`src/rtl/pds_pkg.sv`:
```
// Shared types and constants of the periodic downtime scheduler.
package pds_pkg;
	localparam int MaxTasksDefault = 16;
	localparam int TimeW = 40;
	localparam int BlogW = 41;
	localparam logic [1:0] REQ_TICK = 2'd0;
	localparam logic [1:0] REQ_WRITE = 2'd1;
	localparam logic [1:0] REQ_RESET = 2'd2;
	localparam logic [2:0] CFG_ENABLE = 3'd0;
	localparam logic [2:0] CFG_RND_PER = 3'd1;
	localparam logic [2:0] CFG_RND_DWN = 3'd2;
	localparam logic [2:0] CFG_TICK = 3'd3;
	localparam logic [2:0] CFG_COUNT = 3'd4;
	// Settings word: period, downtime, offset, active value, inactive value.
	localparam int SetW = 160;
	// Runtime word: due time, backlog, total.
	localparam int RunW = TimeW + BlogW + TimeW;

	typedef struct packed {
		logic start;
		logic [31:0] dividend;
		logic [31:0] divisor;
	} div_req_t;

	typedef struct packed {
		logic done;
		logic [32:0] rounded;
	} div_rsp_t;
endpackage

```
`src/rtl/pds_round.sv`:
```
// Bit-serial divider that rounds a value to the nearest multiple of the tick, ties up.
module pds_round (
	input logic clk,
	input logic arst_n,
	input pds_pkg::div_req_t req,
	output pds_pkg::div_rsp_t rsp
);
	logic [31:0] rem_q;
	logic [31:0] quo_q;
	logic [31:0] div_q;
	logic [31:0] dvd_q;
	logic [5:0] cnt_q;
	logic busy_q;
	logic done_q;
	logic [32:0] rounded_q;
	logic [32:0] trial;
	logic [32:0] rem_up;
	logic [63:0] prod;

	assign trial = {rem_q, dvd_q[31]};
	assign rem_up = {1'b0, rem_q} + {1'b0, rem_q};
	assign prod = ({32'd0, quo_q} + {63'd0, (rem_up >= {1'b0, div_q})})
		* {32'd0, div_q};

	assign rsp.done = done_q;
	assign rsp.rounded = rounded_q;

	always_ff @(posedge clk or negedge arst_n) begin
		if (!arst_n) begin
			busy_q <= 1'b0;
			cnt_q <= '0;
			done_q <= 1'b0;
		end else begin
			done_q <= 1'b0;
			if (req.start) begin
				busy_q <= 1'b1;
				cnt_q <= 6'd32;
			end else if (busy_q) begin
				if (cnt_q == 6'd0) begin
					busy_q <= 1'b0;
					done_q <= 1'b1;
				end else begin
					cnt_q <= cnt_q - 6'd1;
				end
			end
		end
	end

	always_ff @(posedge clk) begin
		if (req.start) begin
			rem_q <= '0;
			quo_q <= '0;
			div_q <= req.divisor;
			dvd_q <= req.dividend;
		end else if (busy_q && cnt_q != 6'd0) begin
			dvd_q <= {dvd_q[30:0], 1'b0};
			if (trial >= {1'b0, div_q}) begin
				rem_q <= 32'(trial - {1'b0, div_q});
				quo_q <= {quo_q[30:0], 1'b1};
			end else begin
				rem_q <= trial[31:0];
				quo_q <= {quo_q[30:0], 1'b0};
			end
		end
		if (busy_q && cnt_q == 6'd0) begin
			rounded_q <= prod[32:0];
		end
	end
endmodule

```
`config.mk`:
```
export PLATFORM = sky130hd
export DESIGN_NAME = pds_round
export DESIGN_NICKNAME = d
export VERILOG_FILES = /design/src/rtl/pds_pkg.sv /design/src/rtl/pds_round.sv
export SDC_FILE = /design/constraint.sdc
export NUM_CORES = 2
export LEC_CHECK = 0
export BUFFER_PORTS_ARGS = -buffer_cell sky130_fd_sc_hd__buf_2
export CORE_MARGIN = 1.5
export CORE_UTILIZATION = 35
export DETAILED_ROUTE_END_ITERATION = 10
export PLACE_DENSITY = 0.53
export RECOVER_POWER = 25
export SYNTH_ARGS = -nofsm -noshare
export SYNTH_HDL_FRONTEND = slang
export SYNTH_SLANG_ARGS = --single-unit
```
`constraint.sdc`:
```
create_clock -name clk -period 22.3 [get_ports clk]
set_clock_uncertainty 0.2 [all_clocks]
set_input_delay 2.23 -clock clk [delete_from_list [all_inputs] [get_ports clk]]
set_output_delay 2.23 -clock clk [all_outputs]
set_load 0.1 [all_outputs]
```
Word-level counts from Yosys, hierarchy flattened:

Cells that the tools add are included.

* add/subtract/negate cells: 4
* multiply operators: 1
* divide/modulo/power cells: 0
* $lt $le $gt $ge: 2
* eq/ne operators: 1
* shift-type cells: 0
* muxes and demuxes: 13
* bitwise logic cells: 0
* reduce and logical (&&, ||, !) cells: 7

Operator list (count)
* 2-to-1 mux 32 bit: 3
* greater-or-equal comparator 33 x 32 -> 1 bit: 2
* adder 32 x 1 -> 33 bit: 1
* adder 32 x 32 -> 33 bit: 1
* multiplier 33 x 32 -> 33 bit: 1
* subtractor 32 bit: 1
* 2-to-1 mux 6 bit: 3
* 2-to-1 mux 1 bit: 7
* zero test 6 bit: 1
* nonzero test 6 bit: 1
* subtractor 6 x 1 -> 6 bit, second input constant: 1
* nonzero test 2 bit: 2
* logical AND 1 bit: 2
* inequality test 2 bit, second input constant: 1
* AND reduction 2 bit: 1

* bits in registers: 169
* bits in latches: 0
* bits in writable memories: 0
* ROM bits: 0
* bits of input ports: 67
* memories: 0

Logic depth before layout (Yosys ltp):

* word-level depth: 4
* gate-level depth with buffers: 45
* mapped depth without buffers: 42

Least setup slack after synthesis:

No wires, ideal clock.

* kind: flip-flop to flip-flop
* start point: register div_q[4]
* end point: register rounded_q[31] (data pin)
* library setup time: 0.258 ns
* arrival time: 9.635 ns
* required time: 21.842 ns
* path slack: 12.208 ns
* cell stages (with the launch flop): 39
* cell sequence: edfxtp_1 -> clkinv_1 -> clkbuf_1 -> ha_1 -> a21o_1 -> a31oi_1 -> o21ai_0 -> a31o_2 -> a21boi_0 -> o21ai_0 -> a21oi_1 -> o31ai_1 -> ha_1 -> ha_1 -> nand3_1 -> nor4_4 -> and3_1 -> xnor2_1 -> [3 not listed] -> fa_1 -> fa_1 -> fa_1 -> inv_1 -> fa_1 -> fa_1 -> fa_1 -> inv_1 -> fa_1 -> inv_1 -> ha_1 -> and3_1 -> a221oi_1 -> o21ai_0 -> a31o_2 -> a31o_2 -> a21oi_1 -> xnor2_1

* longest elaborated chain between the ends: 3

RTL lines
* start: declaration: RTL line pds_round.sv:10 `logic [31:0] div_q;`
* start signal: assignment: RTL line pds_round.sv:53 `div_q <= req.divisor;`
* greater-or-equal comparator 33 x 32 -> 1 bit: RTL line pds_round.sv:22 `assign prod = ({32'd0, quo_q} + {63'd0, (rem_up >= {1'b0, div_q})})`
* adder 32 x 1 -> 33 bit: RTL line pds_round.sv:22
* multiplier 33 x 32 -> 33 bit *: RTL line pds_round.sv:23 `* {32'd0, div_q};`
* via prod[31]: RTL line pds_round.sv:18 `logic [63:0] prod;`
* end signal: assignment: RTL line pds_round.sv:66 `rounded_q <= prod[32:0];`
* end: declaration: RTL line pds_round.sv:15 `logic [32:0] rounded_q;`

The timed path passes the listed nets; every way through them passes the cells marked *.
A chain may end at the register's enable or synchronous reset.

Worst setup path in the final report:

Same ends and word-level chain as after synthesis.

==> metrics.txt <==
WL final approximately 75 mm; hold path endpoint quo_q[31]; buffers and inverters on the worst path 6; slack of the worst reg-to-reg path approximately 9.4 ns; most frequent cells in the layout inv_1, fa_1, nand2_1, nor2_1, ha_1; num ports slightly above 100; slowest stage delay, CP approximately 1.1 ns; vias in the first global route about 20000; FF-to-FF End rounded_q[31]; cell mode on critical path fa_1; R2R cell count 37; Setup TNS 0 ns; Post-synth EDFFs 97; HP Start quo_q[31]; PortBufs 100; die area between 0.07 and 0.08 mm²; Initial DRC Count between 1000 and 1500; initial antenna violation count 2; Crit Path Max Fanout 19; status finished, violations left; combined area of the multi-input logic cells 0.01830 mm²; cell at the slowest stage of the critical path xor2_1; vias per cell 4.977; first-pass GRT wire length approximately 120 mm; Clock Tree Buf Depth 2; cts repair resizes 0; async set-or-reset flop fraction in the synthesized netlist under 10%; WHS Path Cells 2; CP required around 22 ns; relative slew slack -54.04%; Overflow after GRT 0; Final Power 1.697 mW; post-synth cell types 73; Period minus WS final approximately 13 ns; Tightest Pin Transition 2.311 ns; Critical Path Start Type register; Worst EP arrival 12.97 ns; WL/cell roughly 20 µm; clk_lat worst skew around 0.51 ns; CTS tree built; RSZ-0062 raised after global routing no; DR pass1 iterations 7; Residual DRC 0; failing checks capacitance limit, slew limit; Clock Tree Root clkbuf_16; Top FF cell, synth edfxtp_1; number of synthesized register bits ~170; Max IR drop VDD around 0.000045 V; P per Cell Area roughly 62 mW/mm²; number of non-filler instances in the completed layout around 3700; MaxCap Viol Count 1; Mean Syn Cell Area a little over 9 µm²; Vias 18560; layout cell share with drive strength beyond 1 a little under a tenth; dpl cells about 3700; post-detail-place hpwl between 60 and 70 mm; CTS Buf Count 17; post-layout net count 3439; CTS clk-pin slew, worst paths approximately 0.090 ns; die height about 270 µm; largest net degree at the start of global routing 76; core area 0.07039 mm²; Final ANT Viol Nets 0; Sequential Area between 0.004 and 0.005 mm²; crit end category register; post-synthesis sequential area ratio approximately 18%; Synthesized Nets 3395; post-route core utilization 38.71%; die width approximately 270 µm; P_leak approximately 13 nW; commonest non-fill, non-tap cell in the layout inv_1; Post-CTS Hold Fix Bufs 0; post-CTS setup buffers 0; FMAX 77.48 MHz; Hold Crit Class register to register; setup violators final 0; period utilisation layout between 50 and 60%; Sinks on Clock Net roughly 170; GP Congestion 0.9508; area grow syn2layout 8.780%; Initial Util 35.59%; Gate Count Post-Synth roughly 2700; fillers ~7000; FP Rows between 90 and 100; gr usage total 21.31%; Post-Synthesis Cell Area approximately 0.025 mm²; final hold viol count 0; reg2reg start div_q[4]; cell family with most CP delay adder cells; Max Slew Vio Count 34; CP startpoint div_q[4]; worst setup path class register to register; Yosys Warn Count 0; CTS H-Tree Depth 4
tightest hold or removal path, delay by kind of cell, from the launching register on:
family	cells	cell delay (ns)
simple gates	1	0.06
compound gates	1	0.06
flops	1	0.34
routing by layer:
metal | vias to the layer above | routed length [µm] | track usage (%)
met4 | 0 | 3354 | 9.453
met2 | 545 | 36450 | 36.05
met1 | 9414 | 31920 | 26.99
met3 | 139 | 3729 | 3.080
met5 | - | 0 | 0
li1 | 8461 | - | -
per-stage QoR:
stage / hold WS [ns] / setup slack, ns / instance area, µm²
3_5_place_dp: 0.2920 / 9.448 / 26640
2_1_floorplan: 0.2500 / 12.21 / 25050
3_3_place_gp: 0.2735 / 9.630 / 26630
6_report: 0.3024 / 9.393 / 27250
4_1_cts: 0.3048 / 9.430 / 27260
5_1_grt: 0.3164 / 8.802 / 27240
power by group:
| group | switching [mW] | internal (mW) |
|---|---|---|
| logic | 0.586 | 0.339 |
| clock network | 0.172 | 0.153 |
| registers | 0.0402 | 0.406 |
| total | 0.799 | 0.898 |
synth_stat cells (3+ instances only):
| cell | number | area share, % |
|---|---|---|
| mux2i_1 | 11 | 0.44 |
| xnor2_1 | 106 | 3.7 |
| xnor2_2 | 9 | 0.58 |
| a21boi_0 | 3 | 0.090 |
| and3_1 | 13 | 0.32 |
| nor3_1 | 32 | 0.64 |
| inv_1 | 502 | 7.5 |
| buf_1 | 10 | 0.15 |
| o21a_1 | 6 | 0.18 |
| nand2b_1 | 5 | 0.12 |
| o21bai_1 | 9 | 0.27 |
| dfxtp_1 | 64 | 5.1 |
| a21oi_1 | 110 | 2.2 |
| nor4_4 | 3 | 0.25 |
| nor2b_1 | 10 | 0.25 |
| nor4_1 | 3 | 0.075 |
| a31oi_1 | 6 | 0.15 |
| dfrtp_1 | 8 | 0.80 |
| and4_1 | 3 | 0.10 |
| o21ai_0 | 37 | 0.74 |
| ha_1 | 160 | 8.0 |
| xor2_1 | 37 | 1.3 |
| o31ai_1 | 4 | 0.12 |
| clkbuf_1 | 101 | 1.5 |
| fa_1 | 439 | 35 |
| a31o_2 | 6 | 0.21 |
| a211o_1 | 4 | 0.14 |
| a21o_1 | 23 | 0.69 |
| buf_2 | 8 | 0.16 |
| clkinv_1 | 6 | 0.090 |
| edfxtp_1 | 97 | 12 |
| a41oi_1 | 3 | 0.10 |
| a211oi_1 | 17 | 0.51 |
| nor2_1 | 294 | 4.4 |
| o211ai_1 | 3 | 0.090 |
| or3_1 | 7 | 0.17 |
| nand3_1 | 23 | 0.46 |
| mux2_2 | 34 | 1.5 |
| and2_1 | 101 | 2.5 |
| nand2_1 | 357 | 5.3 |
| nand4_1 | 10 | 0.25 |
| o211a_1 | 3 | 0.12 |
worst max path at each step:
stage | to | slack, ns | cells past startpoint
floorplan | rounded_q[31] | 12.21 | 38
global placement | rounded_q[31] | 9.63 | 37
detailed placement | rounded_q[31] | 9.45 | 37
CTS | rounded_q[31] | 9.43 | 37
global route | rounded_q[31] | 8.80 | 37
finish | rounded_q[31] | 9.39 | 37
area by class of cell:
| class | instances | share of cell area, % |
|---|---|---|
| Antenna cell | 3 | 0.02755 |
| Clock inverter | 15 | 0.7163 |
| Clock buffer | 17 | 1.561 |
| Timing Repair Buffer | 147 | 3.072 |
| Inverter | 510 | 7.025 |
| Tap cell | 940 | 4.316 |
| Multi-Input combinational cell | 1928 | 67.16 |
| Sequential cell | 169 | 16.12 |
state kept, by name, summed over array words and instances (netlist names):
register and count:
cnt_q 6, done_q 1, rem_q 32, busy_q 1, rounded_q 33, quo_q 32
dvd_q 32, div_q 32
kinds of logic after synthesis:
kind of cell	share of synthesized area [%]
AO/OA/AOI/OAI	6.063
buffers and inverters	9.559
AND/OR/NAND/NOR	15.77
flip-flops	17.54
adder cells (fa/ha/maj)	43.07
multiplexers	1.968
XOR/XNOR	6.023
(Power assumes the default switching activity.)
