## src/rtl/pds_ram.sv

```systemverilog
// Generic single-port-write, single-read RAM with registered read data.
module pds_ram #(
	parameter int Width = 8,
	parameter int Depth = 16
) (
	input logic clk,
	input logic we,
	input logic [$clog2(Depth)-1:0] waddr,
	input logic [Width-1:0] wdata,
	input logic [$clog2(Depth)-1:0] raddr,
	output logic [Width-1:0] rdata
);
	logic [Width-1:0] mem [Depth];

	always_ff @(posedge clk) begin
		if (we) begin
			mem[waddr] <= wdata;
		end
		rdata <= mem[raddr];
	end
endmodule

```

## config.mk

```make
export PLATFORM = sky130hd
export DESIGN_NAME = pds_ram
export DESIGN_NICKNAME = d
export VERILOG_FILES = /design/src/rtl/pds_ram.sv
export SDC_FILE = /design/constraint.sdc
export NUM_CORES = 1
export LEC_CHECK = 0
export BUFFER_PORTS_ARGS = -buffer_cell sky130_fd_sc_hd__buf_2
export CAP_MARGIN = 20
export CORE_ASPECT_RATIO = 0.75
export CORE_MARGIN = 3
export CORE_UTILIZATION = 60
export CTS_CLUSTER_DIAMETER = 120
export CTS_CLUSTER_SIZE = 10
export DETAILED_ROUTE_END_ITERATION = 8
export PLACE_DENSITY = 0.8
export SYNTH_ARGS = -nofsm -noshare
export SYNTH_HDL_FRONTEND = slang
export SYNTH_SLANG_ARGS = --single-unit
export TNS_END_PERCENT = 5
```

## constraint.sdc

```tcl
create_clock -name clk -period 2.5 [get_ports clk]
set_input_delay 0 -clock clk [delete_from_list [all_inputs] [get_ports clk]]
set_output_delay 0 -clock clk [all_outputs]
set_load 0.02 [all_outputs]
```

# Word level (Yosys, flattened, before mapping)
# Memories as Yosys holds them, arrays and structs flattened. A register that Yosys moved wholly into a read port is not among the register bits.
# Cells that the tools add are included.
# totals
ramBits	128
inputBits	18
ff_bits	0
mem_count	1
# memory_table
memory	depth	width	read_ports	rd_ports_with_merged_regs	wr	line_no	rtl
mem	16	8	1	1	1	13	logic [Width-1:0] mem [Depth];
# op_classes
muxes	2
# op_table
op	count
2-to-1 mux 1 bit	2

# Logic depth before layout (Yosys ltp)
# Gate-level depths: netlist of the first run.
# logic_depth
ltp_word	2
ltp_mapped	5
mapped_depth_nobuf	3

# Least setup slack after synthesis of the first run
# Ideal clock, no wire load.
# synth_path
kind	input port to flip-flop
start	input waddr[2]
end	memory mem[0][0] (enable)
setup_time_ns	0.383
arrival_ns	1.110
required_time_ns	2.117
path_stages	2
setup_slack_ns	1.007
cell_sequence	or3b_2 nor3_1
# synth_lines
item	line_no	rtl
start, declared	8	input logic [$clog2(Depth)-1:0] waddr,
end, declared	13	
# Straight into the memory's write port.

==> summary.md, run 1 <==
| Metric | Value |
|---|---|
| Ports | 26 |
| Clock Skews | 6.41 ps |
| IO buf count | 25 |
| Ant. Diodes | 0 |
| WL/cell | between 20 and 25 microns |
| Minimum clock period | 1370 ps |
| Area Growth Syn to Fin | 18.7% |
| Post-CTS Setup Bufs | 0 |
| Delay-heaviest family, CP | multiplexers |
| Fillers | 462 |
| Largest net degree at the start of global routing | 23 |
| GP Congestion | 0.742 |
| Antenna violations before repair | 0 |
| Global-route wire length before repair | 15100 microns |
| Status | complete, no violations |
| DRC viols | 0 |
| Chip width | 113 microns |
| Vias in the first global route | 2588 |
| Std-Cell Rows | 28 |
| HPWL Detailed | 6140 microns |
| Synth Instances | about 230 |
| Initial DRC Count | approximately 200 |
| Max cap viols | 0 |
| Post-Syn Nets | 247 |
| Max Clock Freq | 729 MHz |
| Cell with the largest stage delay on the worst path | mux4_1 |
| Slew @ Worst Pin | around 900 ps |
| WS Path Type | reg -> reg |
| Die area | 9740 sq um |
| Total Neg Setup Slack | 0 ps |
| Pwr Density | a little under 900 nW/um^2 |
| Clk root buf | clkbuf_16 |
| First-pass DRT Iterations | 4 |
| RSZ-0062 raised after global routing | false |
| Hold Vio Cnt, Final | 0 |
| Worst EP required | 2790 ps |
| Share of layout cells above drive strength 1 | 0.283 |
| Crit-path max cell delay | 510 ps |
| Final Max Tran Viols | 0 |
| Distinct cell type count after synthesis | 19 |
| Remaining global-route overflow | 0 |
| Arr. time, crit path | 1660 ps |
| CP Max Fanout | 1 |
| Worst slew margin | 0.400 |
| Syn_area_per_cell | 22.5 sq um |
| GRT Util Overall | 0.223 |
| CP Capture Type | register |
| Vias per cell | 6.03 |
| Die Span Y | 86.2 microns |
| Total number of vias | 2424 |
| Final WS setup | 1130 ps |
| H-tree depth | 4 |
| P_leak | 0.00209 uW |
| CP Cell Sequence | mux4_1, a22oi_1, nand2_1 |
| Clock sinks | 136 |
| Worst min path class | in -> reg |
| Final setup viols | 0 |
| ANT nets after route | 0 |
| Core area | 8130 sq um |
| Total Nets Final | slightly above 300 |
| Worst-Skew Late Latency | 410 ps |
| Pre-CTS WS | 798 ps |
| Initial Util | 0.633 |
| Startpoint Class | register |
| Post-synthesis register bit count | 136 |
| Seq/Total Area, Yosys | 0.778 |
| CP bufs+invs | 0 |
| # hold bufs at CTS | 8 |
| Commonest non-fill, non-tap cell in the layout | edfxtp_1 |
| CTS Buf Count | 17 |
| Longest Clk Path Bufs | 2 |
| Cell Area, Synth | 5150 sq um |
| Tcrit/Tclk final | 0.548 |
| Most frequent cells in the layout | edfxtp_1 (128), buf_2 (25), mux4_2 (18) |
| CTS tree | built |
| Max VDD drop | between 0.8 and 0.9 mV |
| Post-CTS Resized | 0 |
| CTS clk-pin slew, worst paths | roughly 60 ps |
| Synth warn | 0 |
| Drt total wl | 9640 microns |
==> through the flow <==
stage | area, sq um | utilization | total power (uW) | cells | hold slack, ps
global route | 6110 | 0.752 | 5480 | 402 | 93.3
floorplan | 5150 | - | 2760 | 229 | 98.9
global placement | 5430 | 0.668 | 2850 | 362 | 389
finish | 6110 | 0.752 | 5310 | 402 | 82.7
detailed placement | 5430 | 0.668 | 2860 | 362 | 398
CTS | 6110 | 0.752 | 5350 | 402 | 56.7
==> power by group <==
group          internal, uW  leakage, uW  switching (uW)
logic                   107     0.000577             146
registers              2550      0.00122            15.8
clock network          1640     0.000288             857
total                  4290      0.00209            1020
==> layout make-up <==
class	count	area [sq um]	area share
Clock inverter	9	123	0.0201
Timing Repair Buffer	46	315	0.0516
Clock buffer	23	478	0.0782
Sequential cell	136	4000	0.655
Multi-Input combinational cell	83	1060	0.173
Tap cell	105	131	0.0215
==> per-layer routing <==
layer | GRT usage | up-vias | wire length (microns) | share of wire
li1 | - | 1082 | - | -
met1 | 0.321 | 1228 | 4220 | 0.44
met2 | 0.326 | 104 | 4580 | 0.48
met3 | 0.0775 | 10 | 715 | 0.074
met4 | 0.0808 | 0 | 123 | 0.013
met5 | 0 | - | 0 | 0
==> worst min-delay path, stage by stage <==
cell and delay (ps):
buf_2 100, or3b_2 140, nor2_1 70
==> cell usage after synthesis <==
cell type        number  area, sq um
a22oi_1              16          120
nand3_1               1         5.00
nand3b_1              2         15.0
and2b_1               1         7.51
clkdlybuf4s25_2       3         30.0
edfxtp_1            128         3840
and2_1                1         6.26
nor3_1                4         20.0
dfxtp_1               8          160
buf_6                 3         33.8
buf_4                 1         7.51
nor2_1               13         48.8
nor2b_1               1         6.26
or3b_2                1         8.76
nand2b_1              2         12.5
nand2_1               9         33.8
mux4_2               18          405
buf_2                 3         15.0
mux4_1               14          368
==> logic make-up after synthesis <==
logic type | after synthesis | share of synthesized area
simple gates | 35 | 0.0318
buf+inv | 10 | 0.0168
mux | 32 | 0.150
flops | 136 | 0.778
compound gates | 16 | 0.0233
==> sequential cells by signal, indices dropped and copies added (netlist names) <==
| register | flops |
|---|---|
| mem | 128 |
| rdata | 8 |
==> worst paths after layout <==
check / startpoint / endpoint / slack, ps / cells after the start
min reg2reg: mem[9][4]$_DFFE_PP_ / rdata[4]$_DFF_P_ / 690 / 3
max: mem[1][3]$_DFFE_PP_ / rdata[3]$_DFF_P_ / 1130 / 3
max reg2reg: mem[1][3]$_DFFE_PP_ / rdata[3]$_DFF_P_ / 1130 / 3
min: waddr[2] / mem[1][0]$_DFFE_PP_ / 80 / 3
Note: power is estimated with default switching activity, not from simulation.
==> inputs of run 2 (changes only) <==
- CORE_UTILIZATION: 60 -> 54
- PLACE_DENSITY: 0.8 -> 0.76
- clock period: 2.5 -> 1.2 ns (I/O delays scaled with it)
==> run 2 against run 1 <==
The flow now finishes with violations (setup timing). Cell count up 9.0%. Count of clock-buffer cells in the layout up 2. Power increased by 110%. Combinational power grew 140%. Critical path depth stayed put. Clock power is 110% higher. Wire length is 3.5% higher. Global-route usage decreased by 1.8 points. Design area grew 3.3%. First-iteration DRC count rose by 93%. Core utilization down 6.3 points. Highest routed layer unchanged.
==> summary.md, run 2 (synthesized netlist as in run 1, its figures left out) <==
| Metric | Value |
|---|---|
| Vias in the first global route | 2561 |
| Regs by FF count | mem: 128 flops, rdata: 8 flops |
| Clock sinks | 136 |
| CP Max Fanout | 1 |
| Max VDD drop | between 1 and 1.5 mV |
| M2 GR Usage | 0.285 |
| Cell with the largest stage delay on the worst path | mux4_2 |
| Combinational share of power | 0.053 |
| RSZ-0062 raised after global routing | true |
| Worst EP required | 1490 ps |
| Switching share of power | 0.191 |
| Reg2Reg Launch Point | mem[11][2]$_DFFE_PP_ |
| Minimum clock period | between 1000 and 1500 ps |
| ANT nets after route | 0 |
| Die Span Y | 90.6 microns |
| Most flop-heavy register | mem |
| Max Clock Freq | 783 MHz |
| Longest Clk Path Bufs | 2 |
| R2R cell count | 3 |
| CTS clk-pin slew, worst paths | ~50 ps |
| CP Cell Sequence | mux4_2, a22oi_2, nand2_1 |
| Tcrit/Tclk final | 1.06 |
| Placed cell area | between 5000 and 6000 sq um |
| Final Max Tran Viols | 0 |
| Total Neg Setup Slack | -380 ps |
| WL/cell | 22.8 microns |
| Remaining global-route overflow | 0 |
| CP bufs+invs | 0 |
| Total number of vias | 2471 |
| Max cap viols | 0 |
| Commonest non-fill, non-tap cell in the layout | edfxtp_1 |
| Pwr Density | 1790 nW/um^2 |
| Most frequent cells in the layout | edfxtp_1 (128), mux4_2 (27), buf_2 (25) |
| Chip width | roughly 120 microns |
| CTS Buf Count | 17 |
| Hold Vio Cnt, Final | 0 |
| CTS tree | built |
| Die area | 10800 sq um |
| Slew @ Worst Pin | between 1000 and 1500 ps |
| Final WS setup | -76.9 ps |
| Ant. Diodes | 0 |
| Antenna violations before repair | 0 |
| Pre-CTS WS | -207 ps |
| WS Path Type | reg -> reg |
| Initial Util | 0.562 |
| Levels on crit path | 3 |
| Clock power share | 0.472 |
| Reg2Reg Setup Slack | -80 ps |
| Post-CTS Setup Bufs | 0 |
| Arr. time, crit path | approximately 1600 ps |
| RR Endpoint | rdata[2]$_DFF_P_ |
| IO buf count | 25 |
| GRT Util Overall | 0.206 |
| Total Nets Final | 315 |
| Area Growth Syn to Fin | 22.6% |
| Largest net degree at the start of global routing | 24 |
| Worst Hold Depth | 3 |
| Share of layout cells above drive strength 1 | 0.384 |
| Share of power burned in registers | 0.475 |
| Initial DRC Count | 380 |
| Global Route met1 Usage | 0.310 |
| H-tree depth | 4 |
| Status | complete, but fails checks |
| Worst min path class | in -> reg |
| Hold Startpoint | waddr[0] |
| CP Capture Type | register |
| Hold EP | mem[0][0]$_DFFE_PP_ |
| Delay-heaviest family, CP | multiplexers |
| Ports | 26 |
| Vias per cell | 5.64 |
| Violated checks | setup timing |
| Top Usage Layer GRT | met1 |
| P_leak | 0.00215 uW |
| Worst slew margin | 0.317 |
| GP Congestion | 0.732 |
| Worst-Skew Late Latency | 410 ps |
| Crit-path max cell delay | between 400 and 500 ps |
| Core area | 9160 sq um |
| DRC viols | 0 |
| Drt total wl | approximately 10000 microns |
| First-pass DRT Iterations | 4 |
| Overall power | 11300 uW |
| Internal Pwr Total | ~9000 uW |
| Final instance area | 6310 sq um |
| Clk root buf | clkbuf_16 |
| Psw | 2150 uW |
| Std-Cell Rows | 30 |
| Clock Skews | about 10 ps |
| Global-route wire length before repair | about 15000 microns |
| Final setup viols | 8 |
| Startpoint Class | register |
| Max reg flops | 128 |
| HPWL Detailed | just over 6000 microns |
| Met3 GRT Util | 0.0595 |
## run 2: changes by cell type in the layout (fill, tap and decap cells not counted), moves of 3 or more
cell	change
a22oi_1	-9
a22oi_2	+9
buf_12	+3
buf_4	+10
mux4_1	-9
mux4_2	+9
## run 2: tightest hold or removal path, delay by kind of cell
family,cells,cell delay (ps)
buf+inv,2,330
simple gates,1,60
## run 2: through the flow
step / util / hold slack, ps / cells
6_report: 0.689 / 157 / 438
3_5_place_dp: 0.611 / 393 / 398
2_1_floorplan: - / 98.9 / 229
5_1_grt: 0.689 / 176 / 438
4_1_cts: 0.688 / 141 / 438
3_3_place_gp: 0.611 / 385 / 398
## run 2: timing repair
| item | CTS | global route |
|---|---|---|
| setup endpoints to repair | 8 | 8 |
| cloned | 0 | 0 |
| pin swaps | 7 | 1 |
| hold buffers | 8 | 0 |
| gates resized for setup | 17 | 2 |
| endpoints found under the hold margin | 128 | 0 |
## run 2: layout make-up
| type | count | area [sq um] |
|---|---|---|
| Clock inverter | 7 | 114 |
| Fill cell | 607 | 2850 |
| Timing Repair Buffer | 59 | 450 |
| Tap cell | 128 | 160 |
| Sequential cell | 136 | 4000 |
| Clock buffer | 25 | 505 |
| Multi-Input combinational cell | 83 | 1080 |
## run 2: power by group through the flow
stage	combinational (uW)	clock [uW]	sequential (uW)
after global placement	537	0	5440
final	596	5320	5350
after global routing	643	5630	5360
after detailed placement	551	0	5450
after floorplan	270	0	5470
after CTS	602	5400	5350
## run 2: per-layer routing
metal / wire length (microns) / part of all wire
met5: 0 / 0
met3: 942 / 0.094
met1: 4290 / 0.43
met2: 4660 / 0.47
met4: 77 / 0.0077
## run 2: how the worst max path moves through the flow
| stage | startpoint | end | slack [ps] |
|---|---|---|---|
| 6_report | mem[11][2]$_DFFE_PP_ | rdata[2]$_DFF_P_ | -80 |
| 3_5_place_dp | raddr[0] | rdata[2]$_DFF_P_ | -210 |
| 2_1_floorplan | waddr[2] | mem[3][0]$_DFFE_PP_ | -70 |
| 3_3_place_gp | raddr[0] | rdata[2]$_DFF_P_ | -190 |
| 4_1_cts | mem[3][4]$_DFFE_PP_ | rdata[4]$_DFF_P_ | -80 |
| 5_1_grt | mem[3][4]$_DFFE_PP_ | rdata[4]$_DFF_P_ | -120 |
==> inputs of run 3 (changes only) <==
- CORE_UTILIZATION: 54 -> 45
- PLACE_DENSITY: 0.76 -> 0.66
==> run 3 against run 2 <==
The flow still finishes with violations (setup timing). Combinational power is essentially flat. Die area grew 19%. Flip-flop and latch count is the same. Sequential share of layout area shrank 0.20 points. Design area grew 0.32%. First-iteration DRC count shrank 31%. Count of clock-buffer cells in the layout shrank 8. Via count grew 0.85%. Register-to-register slack is essentially flat. Non-clock buffer count grew 2. Clock skew shrank 4.0 ps. Largest power group is now the clock network.
==> summary.md, run 3 (synthesized netlist as in run 1, its figures left out) <==
| Metric | Value |
|---|---|
| Share of power burned in registers | 0.461 |
| Status | complete, but fails checks |
| Largest net degree at the start of global routing | 17 |
| Clk root buf | clkbuf_16 |
| Chip width | 129 microns |
| IO buf count | 25 |
| Die area | 12800 sq um |
| GP Congestion | 0.768 |
| Worst Hold Depth | 3 |
| Share of layout cells above drive strength 1 | 0.412 |
| Slew @ Worst Pin | 947 ps |
| Commonest non-fill, non-tap cell in the layout | edfxtp_1 |
| CTS Buf Count | 17 |
| Violated checks | setup timing |
| WL/cell | 22.8 microns |
| Remaining global-route overflow | 0 |
| Vias in the first global route | 2625 |
| CTS clk-pin slew, worst paths | 60 ps |
| Combinational share of power | 0.052 |
| Global-route wire length before repair | 15700 microns |
| Final std cells w/o fill | 451 |
| WS Path Type | reg -> reg |
| Reg2Reg Launch Point | mem[7][6]$_DFFE_PP_ |
| Tcrit/Tclk final | 1.07 |
| Worst slew margin | 0.368 |
| Worst min path class | in -> reg |
| Drt total wl | 10300 microns |
| R2R cell count | 3 |
| Max cap viols | 0 |
| Worst-Skew Late Latency | 410 ps |
| DRC viols | 0 |
| Post-CTS Setup Bufs | 0 |
| Initial Util | 0.467 |
| H-tree depth | 4 |
| Ports | 26 |
| Core area | 11000 sq um |
| Pwr Density | 1830 nW/um^2 |
| Final setup viols | 8 |
| Hold EP | mem[0][0]$_DFFE_PP_ |
| Antenna violations before repair | 0 |
| Area Growth Syn to Fin | 23.0% |
| Internal Pwr Total | approximately 9300 uW |
| Std-Cell Rows | 33 |
| Switching share of power | 0.201 |
| ANT nets after route | 0 |
| Max VDD drop | 1.13 mV |
| Clock Skews | 6.38 ps |
| Startpoint Class | register |
| First-pass DRT Iterations | 4 |
| Hold slack | approximately 160 ps |
| Vias per cell | 5.53 |
| Clock power share | 0.487 |
| HPWL Detailed | roughly 6600 microns |
| CTS tree | built |
| CP Capture Type | register |
| Worst EP required | 1480 ps |
| Max reg flops | roughly 130 |
| Clock sinks | 136 |
| Most frequent cells in the layout | edfxtp_1 (128), mux4_2 (30), buf_4 (27) |
| RR Endpoint | rdata[6]$_DFF_P_ |
| Max Clock Freq | slightly below 800 MHz |
| Initial DRC Count | between 200 and 300 |
| P_leak | 0.00214 uW |
| GRT Util Overall | 0.175 |
| Hold Startpoint | waddr[0] |
| Longest Clk Path Bufs | 2 |
| # placed instances | 412 |
| Hold Vio Cnt, Final | 0 |
| Final WS setup | -84.7 ps |
| RSZ-0062 raised after global routing | true |
| Die Span Y | approximately 99 microns |
| Final Max Tran Viols | 0 |
| Reg2Reg Setup Slack | -80 ps |
| Total Nets Final | between 300 and 400 |
| Psw | 2330 uW |
| Most flop-heavy register | mem |
| Arr. time, crit path | ~1600 ps |
| Total number of vias | 2492 |
| CP Max Fanout | 1 |
| Ant. Diodes | 0 |
| Regs by FF count | mem: 128 flops, rdata: 8 flops |
| Minimum clock period | around 1300 ps |
run 3: per-layer routing:
metal / part of all wire / track usage / up-vias / wire length, microns
li1: - / - / 1107 / -
met1: 0.46 / 0.264 / 1298 / 4740
met2: 0.46 / 0.245 / 82 / 4740
met3: 0.074 / 0.0563 / 5 / 766
met4: 0.0037 / 0.0559 / 0 / 38
met5: 0 / 0 / - / 0
run 3: timing repair:
action / 4_1_cts / 5_1_grt
hold buffers: 8 / 0
setup endpoints to repair: 8 / 8
gates resized for setup: 19 / 5
hold endpoints to repair: 128 / 0
pin swaps: 11 / 3
cloned: 0 / 0
run 3: final cells by class:
class,instances,area [sq um]
well taps,140,175
repair buffers,61,428
multi-input cells,83,1070
flip-flops and latches,136,4000
fillers,830,4690
clock buffers,17,425
clock inverters,14,223
run 3: worst max path at each step:
stage,from,to,depth (start not counted)
floorplan,waddr[2],mem[3][0]$_DFFE_PP_,2
global placement,raddr[0],rdata[0]$_DFF_P_,5
detailed placement,raddr[0],rdata[2]$_DFF_P_,5
CTS,mem[7][6]$_DFFE_PP_,rdata[6]$_DFF_P_,3
global route,mem[3][0]$_DFFE_PP_,rdata[0]$_DFF_P_,3
finish,mem[7][6]$_DFFE_PP_,rdata[6]$_DFF_P_,3
run 3: power by group through the flow:
stage	registers (uW)	logic, uW	clock network (uW)
3_5_place_dp	5450	548	0
5_1_grt	5360	649	5980
3_3_place_gp	5440	538	0
4_1_cts	5350	600	5740
6_report	5350	598	5660
2_1_floorplan	5470	270	0
run 3: stage by stage:
step | cell area, sq um | util | setup WS [ps] | power (uW) | TNS [ps]
3_3_place_gp | 5590 | 0.507 | -215 | 5980 | -2400
5_1_grt | 6330 | 0.574 | -140 | 12000 | -680
6_report | 6330 | 0.574 | -84.7 | 11600 | -282
2_1_floorplan | 5150 | - | -66.1 | 5740 | -1980
3_5_place_dp | 5590 | 0.507 | -232 | 5990 | -3130
4_1_cts | 6330 | 0.574 | -84.4 | 11700 | -392
run 3: critical path, cell delays in order, from the launching register on:
cell and delay, ps:
edfxtp_1 400, mux4_2 510, a22oi_2 160, nand2_2 90
